--- config.mk ---
export PLATFORM = sky130hd
export DESIGN_NAME = pae_div
export DESIGN_NICKNAME = d
export VERILOG_FILES = /design/src/hw/rtl/pae_pkg.sv /design/src/hw/rtl/pae_div.sv
export SDC_FILE = /design/constraint.sdc
export NUM_CORES = 1
export LEC_CHECK = 0
export BUFFER_PORTS_ARGS = -buffer_cell sky130_fd_sc_hd__buf_4
export CORE_AREA = 3 3 137 99
export CTS_CLUSTER_SIZE = 25
export DETAILED_ROUTE_END_ITERATION = 10
export DIE_AREA = 0 0 140 102
export MAX_ROUTING_LAYER = met4
export PLACE_DENSITY = 0.8
export SLEW_MARGIN = 10
export SYNTH_ARGS = -nofsm -noshare
export SYNTH_HDL_FRONTEND = slang
export SYNTH_SLANG_ARGS = --single-unit
--- constraint.sdc ---
create_clock -name clock -period 4.1 [get_ports clock]
set_input_delay 0 -clock clock [delete_from_list [all_inputs] [get_ports clock]]
set_output_delay 0 -clock clock [all_outputs]
set_load 0.02 [all_outputs]
--- src/hw/rtl/pae_pkg.sv ---
// Package for the piecewise amplitude envelope: widths, constants, codes and types.
// Used by pae_div and piecewise_amplitude_envelope; depends on nothing.
package pae_pkg;

   localparam int MAX_POINTS_DEFAULT  = 16;
   localparam int SAMPLE_BITS_DEFAULT = 24;

   localparam int TIME_BITS  = 26;
   localparam int LEVEL_BITS = 18;
   localparam int CURVE_BITS = 3;
   localparam int RATE_BITS  = 18;
   localparam int FRAME_BITS = 24;
   localparam int US_BITS    = 20;
   localparam int TUS_BITS   = FRAME_BITS + US_BITS;
   localparam int FRAC_BITS  = 16;
   localparam int ALPHA_BITS = FRAC_BITS + 1;
   localparam int SQ_BITS    = 2 * ALPHA_BITS;
   localparam int CSR_DATA_BITS  = 18;
   localparam int COUNT_IN_BITS  = 5;
   localparam int INDEX_IN_BITS  = 4;

   localparam logic [RATE_BITS-1:0]  RATE_RESET    = 18'd48000;
   localparam logic [FRAME_BITS-1:0] FRAME_MAX     = '1;
   localparam logic [US_BITS-1:0]    US_PER_SECOND = 20'd1000000;
   localparam logic [ALPHA_BITS-1:0] ALPHA_ONE     = 17'd65536;
   localparam logic [ALPHA_BITS:0]   SCURVE_K      = 18'd196608;

   typedef enum logic [0:0] {
      CSR_POINT_COUNT = 1'b0,
      CSR_SAMPLE_RATE = 1'b1
   } csr_index_type;

   typedef enum logic [0:0] {
      REQ_SAMPLE = 1'b0,
      REQ_LOAD   = 1'b1
   } req_kind_type;

   typedef enum logic [CURVE_BITS-1:0] {
      CURVE_LINEAR = 3'd0,
      CURVE_EXP    = 3'd1,
      CURVE_LOG    = 3'd2,
      CURVE_STEP   = 3'd3,
      CURVE_SCURVE = 3'd4
   } curve_type;

   typedef struct packed {
      logic [TIME_BITS-1:0]         time_us;
      logic signed [LEVEL_BITS-1:0] level;
      logic [CURVE_BITS-1:0]        curve;
   } point_type;

   typedef enum logic [4:0] {
      ST_IDLE, ST_P0, ST_P0C, ST_SCAN, ST_SCANM, ST_SCANC, ST_SEG, ST_LAST,
      ST_RA, ST_RB, ST_RB2, ST_CMP, ST_DIV, ST_SQ, ST_SHP, ST_LVL, ST_MUL,
      ST_SAT, ST_DONE
   } state_type;

endpackage

--- src/hw/rtl/pae_div.sv ---
// Iterative restoring divider for the segment fraction, one quotient bit per cycle.
// Depends on pae_pkg.
module pae_div
   import pae_pkg::*;
(
   input  logic                 clock,
   input  logic                 reset,
   input  logic                 start,
   input  logic [TUS_BITS-1:0]  num,
   input  logic [TUS_BITS-1:0]  den,
   output logic                 done,
   output logic [FRAC_BITS-1:0] quot
);

   localparam int CNT_BITS = $clog2(FRAC_BITS + 1);

   logic                 busy_ff;
   logic                 done_ff;
   logic [CNT_BITS-1:0]  cnt_ff;
   logic [TUS_BITS:0]    rem_ff;
   logic [TUS_BITS-1:0]  den_ff;
   logic [FRAC_BITS-1:0] q_ff;
   logic [TUS_BITS:0]    rem_shift;
   logic                 take;

   assign rem_shift = {rem_ff[TUS_BITS-1:0], 1'b0};
   assign take      = rem_shift >= {1'b0, den_ff};

   always_ff @(posedge clock) begin
      if (reset) begin
         busy_ff <= 1'b0;
         done_ff <= 1'b0;
         cnt_ff  <= '0;
      end else begin
         done_ff <= 1'b0;
         if (start) begin
            busy_ff <= 1'b1;
            cnt_ff  <= CNT_BITS'(FRAC_BITS);
         end else if (busy_ff) begin
            cnt_ff <= cnt_ff - 1'b1;
            if (cnt_ff == CNT_BITS'(1)) begin
               busy_ff <= 1'b0;
               done_ff <= 1'b1;
            end
         end
      end
   end

   always_ff @(posedge clock) begin
      if (start) begin
         rem_ff <= {1'b0, num};
         den_ff <= den;
         q_ff   <= '0;
      end else if (busy_ff) begin
         rem_ff <= take ? rem_shift - {1'b0, den_ff} : rem_shift;
         q_ff   <= {q_ff[FRAC_BITS-2:0], take};
      end
   end

   assign done = done_ff;
   assign quot = q_ff;

endmodule

Word-level counts from Yosys, hierarchy flattened
Index checks and enable logic that the tools add are counted.

Reductions and logical operators: 3. Order comparisons: 1. Eq/ne operators: 1. Muxes and demuxes: 9. Bitwise operators: 1. $add $sub $neg: 2.

Operators by type and width (number): 2-to-1 mux 44 bit (3); >= comparator 45 x 44 -> 1 bit (1); subtractor 44 bit (1); 2-to-1 mux 5 bit (2); == test 5 x 1 -> 1 bit, second input constant (1); subtractor 5 x 1 -> 5 bit, second input constant (1); 2-to-1 mux 1 bit (4); OR reduction 3 bit (1); nonzero test 2 bit (1); OR reduction 2 bit (1); NOT 1 bit (1).

Output and inout port bits: 17. Logic and storage cells: 24. Flip-flop bits (word level): 111. Bits of input ports: 91.

Longest topological paths before layout
Depth after elaboration: 4. Depth in mapped cells: 14. Mapped depth without buffers: 11.

Least setup slack after synthesis
OpenSTA, ideal clock, no wires.

Path kind: register to register. Start point: register rem_ff[19]. End point: register rem_ff[32], data pin. Slack: 1.052 ns. Stages on the path, launching flop included: 12. Arrival: 2.793 ns. Period minus slack after synthesis: 3.048 ns. Buffers on the path: 2. Library setup time: 0.255 ns. Cells stage by stage: edfxtp_1 ha_1 clkbuf_2 nand2_1 or4_4 nor4_1 a21oi_1 o21a_1 o311a_1 buf_2 or4b_1 and3_1.

Word-level cells in the longest chain between the ends: 4.

RTL lines: from (decl) (RTL line pae_div.sv:20) `logic [TUS_BITS:0] rem_ff;`; from (signal assigned) (RTL line pae_div.sv:51) `rem_ff <= {1'b0, num};`; from (signal assigned) (RTL line pae_div.sv:55) `rem_ff <= take ? rem_shift - {1'b0, den_ff} : rem_shift;`; subtractor 44 bit or >= comparator 45 x 44 -> 1 bit (tied branches) (RTL line pae_div.sv:55, pae_div.sv:27); 2-to-1 mux 44 bit (*) (RTL line pae_div.sv:55); 2-to-1 mux 44 bit (*) (RTL line pae_div.sv:54) `end else if (busy_ff) begin`; 2-to-1 mux 44 bit (*) (RTL line pae_div.sv:50) `if (start) begin`.

Every way passes the cells marked *; elsewhere a longest branch is shown, timed or not. The select of a mux whose other input is x is not followed. A chain may end at the register's enable or synchronous reset.

Worst setup path in the final report
Start point: register rem_ff[3]. End point: register rem_ff[21], data pin.

The elaborated chain is that of the path after synthesis.

==> flow_metrics.py <==
metrics = {
    "die": {
        "die_area_um2": 14300,
        "initial_core_util_pct": 57.9,
        "placementRows": 34,
        "core_area_um2": 12300,
        "io_pins": 108,
        "die_w_um": 140,
        "die_h_um": 102,
    },
    "logic_synthesis": {
        "async_flop_share_pct": 0,
        "yosys.area.top_type": "edfxtp_1",
        "synth_edf_count": 88,
        "synth_area_leaders": "edfxtp_1 37%, ha_1 8.1%, dfxtp_1 6.4%, a21oi_1 5.6%, inv_1 3.7%",
        "netlist.area_leader.share_pct": 37.0,
        "synth_ff_type": "edfxtp_1",
        "synth.ff_latch_count": 111,
        "syn_nets": 891,
        "yosys_warnings": 0,
        "syn-cell-area_um2": 7140,
        "synthCells": 753,
        "yosysSeqAreaShare_pct": 43.4,
        "avgSynthCellArea_um2": 9.48,
        "synth_cell_type_count": 68,
    },
    "worst_setup_path": {
        "cpMaxStageDelayCell": "o311a_1",
        "worstPathArrival_ps": 3820,
        "path_class": "reg2reg",
        "crit_start": "rem_ff[3]$_DFFE_PP_",
        "r2r_setup_slack_ps": 360,
        "crit_end": "rem_ff[21]$_DFFE_PP_",
        "cpMostUsedCell": "nor2_1",
        "end_kind": "flip-flop",
        "worst_path_largest_cell_delay_ps": 560,
        "crit_chain": "ha_1 > a21o_1 > a31o_2 > nor2_1 > o2bb2ai_1 > nor3_2 > o311a_1 > buf_4 > nor2_1 > a211oi_1 > a21oi_1",
        "reg2reg_depth": 11,
        "path_max_fanout": 17,
        "cp.required_ps": 4180,
        "cp-start-kind": "flip-flop",
        "rr_startpoint": "rem_ff[3]$_DFFE_PP_",
        "timing.rr.end": "rem_ff[21]$_DFFE_PP_",
    },
    "sta": {
        "slew_headroom_pct": 24.7,
        "finalSetupTns_ps": 0,
        "rsz0062_at_grt": "false",
        "fmax_mhz": 268,
        "hold_viol": 1,
        "slew_viol_final": 0,
        "skew_ps": 12.4,
        "fin_crit_ps": 3740,
        "setup_ws_ps": 364,
        "post-route-period-util_pct": 91.1,
        "worstMarginPinSlew_ps": 1130,
        "setup_viol": 0,
        "whs_ps": -0.0413,
    },
    "route": {
        "ant_nets": 0,
        "drtPass1Iterations": 5,
        "vias": 6323,
        "vias_per_cell": 5.81,
        "drt_iter0_markers": 785,
        "routedWlPerCell_um": 16.9,
        "drt_drc_violations_left": 0,
        "wirelength_mm": 18.4,
    },
    "power_and_ir_drop": {
        "swShare_pct": 39.7,
        "p_leak_nw": 3.94,
        "power_density_nw_per_um2": 512,
        "p_int_mw": 2.84,
        "pwr-share-seq_pct": 32.8,
        "p_comb_share_pct": 47.2,
        "p_switching_mw": 1.87,
        "clkPwrFrac_pct": 20.0,
        "peakVddDrop_mv": 0.300,
    },
    "status": {
        "violations": "hold timing",
        "status": "finished, violations left",
    },
    "global_routing": {
        "grt.total_usage_pct": 26.7,
        "grt_pass1_vias": 6120,
        "met1_usage_pct": 37.0,
        "met3_usage_pct": 4.21,
        "grt_pass1_wl_mm": 30.0,
        "gr-max-usage-layer": "met2",
        "gr-usage-met2_pct": 41.7,
        "antenna_found_initial": 0,
        "grt_max_degree": 80,
        "grt_overflow_total": 0,
    },
    "final_layout": {
        "seq_area_um2": 3100,
        "antenna_cells": 0,
        "syn_to_final_growth_pct": 28.8,
        "drive_above_1_share_pct": 16.8,
        "num-fill-cells": 858,
        "multi_input_area_um2": 3640,
        "nNetsFinal": 1060,
    },
    "clocking": {
        "insertion_delay_ps": 370,
        "cts_buffers": 9,
        "cts_tree": "yes",
        "cts_buffer_depth": 2,
        "clock_sinks": 111,
        "clockRootBuffer": "clkbuf_16",
        "ctsResizeCount": 0,
        "cts.reportedPaths.clkPinSlew_ps": 80,
        "htree_levels": 3,
    },
    "hold_path": {
        "hp-class": "in2reg",
    },
    "place": {
        "port_buffers": 107,
        "place_ws_ps": 439,
        "gp_congestion": 0.943,
        "dp_hpwl_mm": 12.7,
    },
    "run": {
        "drv_cap": 0,
    },
}
placed cells by master (no fill, tap or decap), drive strengths merged, types with 4 or more instances in the layout:
cell / synthesis / routed
inv: 70 / 76
buf: 12 / 115
xnor2: 22 / 22
o21a: 4 / 4
nand3b: 4 / 4
o21ai: 34 / 34
mux2: 16 / 16
nand4: 12 / 12
dfxtp: 23 / 23
and2: 4 / 4
a221o: 4 / 4
nand2: 50 / 50
a21oi: 80 / 80
o21bai: 12 / 12
a41oi: 4 / 4
dlygate4sd3: 0 / 80
nor2: 70 / 70
a21o: 20 / 20
a211oi: 17 / 17
xor2: 17 / 17
nand3: 13 / 13
nor2b: 10 / 10
mux2i: 17 / 17
and3: 6 / 6
clkbuf: 25 / 9
o31ai: 6 / 6
nor3: 14 / 14
edfxtp: 88 / 88
ha: 46 / 46
worst max-delay path, delay by kind of cell (launching register included):
| family | cells | cell delay (ps) |
|---|---|---|
| AND/OR/NAND/NOR | 3 | 760 |
| adder cells (fa/ha/maj) | 1 | 380 |
| flip-flops | 1 | 410 |
| buffers and inverters | 1 | 320 |
| AO/OA/AOI/OAI | 6 | 1580 |
cell usage after synthesis, drive strengths merged, types with 3 or more instances:
cell type / count
nor3: 14
o31ai: 6
and2: 4
nor3b: 3
a211oi: 17
a41oi: 4
nor2: 70
nand2: 50
nor4: 3
xnor2: 22
o211ai: 3
or2: 3
nand4: 12
inv: 70
o21a: 4
mux2: 16
mux2i: 17
xor2: 17
o21bai: 12
ha: 46
nand3b: 4
a21oi: 80
o21ai: 34
buf: 12
and3: 6
nand2b: 3
or3: 3
a21o: 20
dfxtp: 23
clkbuf: 25
a221o: 4
nand3: 13
a21boi: 3
nor2b: 10
edfxtp: 88
power by group through the flow:
stage	clock [mW]	combinational [mW]	sequential [mW]
after detailed placement	0	2.09	1.56
final	0.943	2.22	1.55
after floorplan	0	1.59	1.53
after global routing	1.00	2.44	1.56
after CTS	0.962	2.17	1.54
after global placement	0	2.02	1.56
through the flow:
step	power, mW	cell area (um2)	utilization (%)	std cells
finish	4.71	9200	74.6	1089
global route	5.01	9200	74.6	1089
CTS	4.67	9200	74.6	1089
detailed placement	3.65	8080	65.5	993
global placement	3.58	8080	65.5	993
floorplan	3.12	7140	-	753
logic make-up (layout without fill, tap and decap cells):
| group | count (synthesis) | after routing | share of synthesized area, % |
|---|---|---|---|
| XOR/XNOR | 39 | 39 | 4.78 |
| AO/OA/AOI/OAI | 211 | 211 | 19.0 |
| buffers and inverters | 107 | 281 | 5.78 |
| AND/OR/NAND/NOR | 205 | 205 | 13.8 |
| adder cells (fa/ha/maj) | 47 | 47 | 8.34 |
| flip-flops | 111 | 111 | 43.4 |
| multiplexers | 33 | 33 | 4.91 |
worst min-delay path by stage:
stage                                      end  slack (ps)  depth (start not counted)    start
final                     rem_ff[21]$_DFFE_PP_       -0.04                          3  num[21]
after global routing      rem_ff[13]$_DFFE_PP_          20                          3  num[13]
after CTS                 rem_ff[21]$_DFFE_PP_           3                          3  num[21]
after detailed placement  den_ff[37]$_DFFE_PP_         180                          1  den[37]
after global placement    den_ff[33]$_DFFE_PP_         180                          1  den[33]
after floorplan             busy_ff$_SDFF_PP0_          70                          1    reset
cell type report:
type / count / area share, %
tap: 162 / 2.20
multi-input combinational: 535 / 39.6
timing repair buffer: 195 / 18.1
clock inverter: 7 / 1.05
inverter: 70 / 2.86
clock buffer: 9 / 2.45
sequential: 111 / 33.7
metal layers:
metal	wire, um	part of all wire [%]
met1	8530	46
met2	8280	45
met3	1310	7.1
met4	269	1.5
met5	0	0
flip-flops by register name (all words and copies together), names as in the netlist:
signal and count:
done 1, rem_ff 44, den_ff 44, cnt_ff 5, busy_ff 1, quot 16
what timing repair did:
| item | 4_1_cts | 5_1_grt |
|---|---|---|
| hold buffers | 80 | 0 |
| hold endpoints to repair | 86 | 0 |
| setup buffers | 0 | 0 |
(Power assumes the default switching activity.)
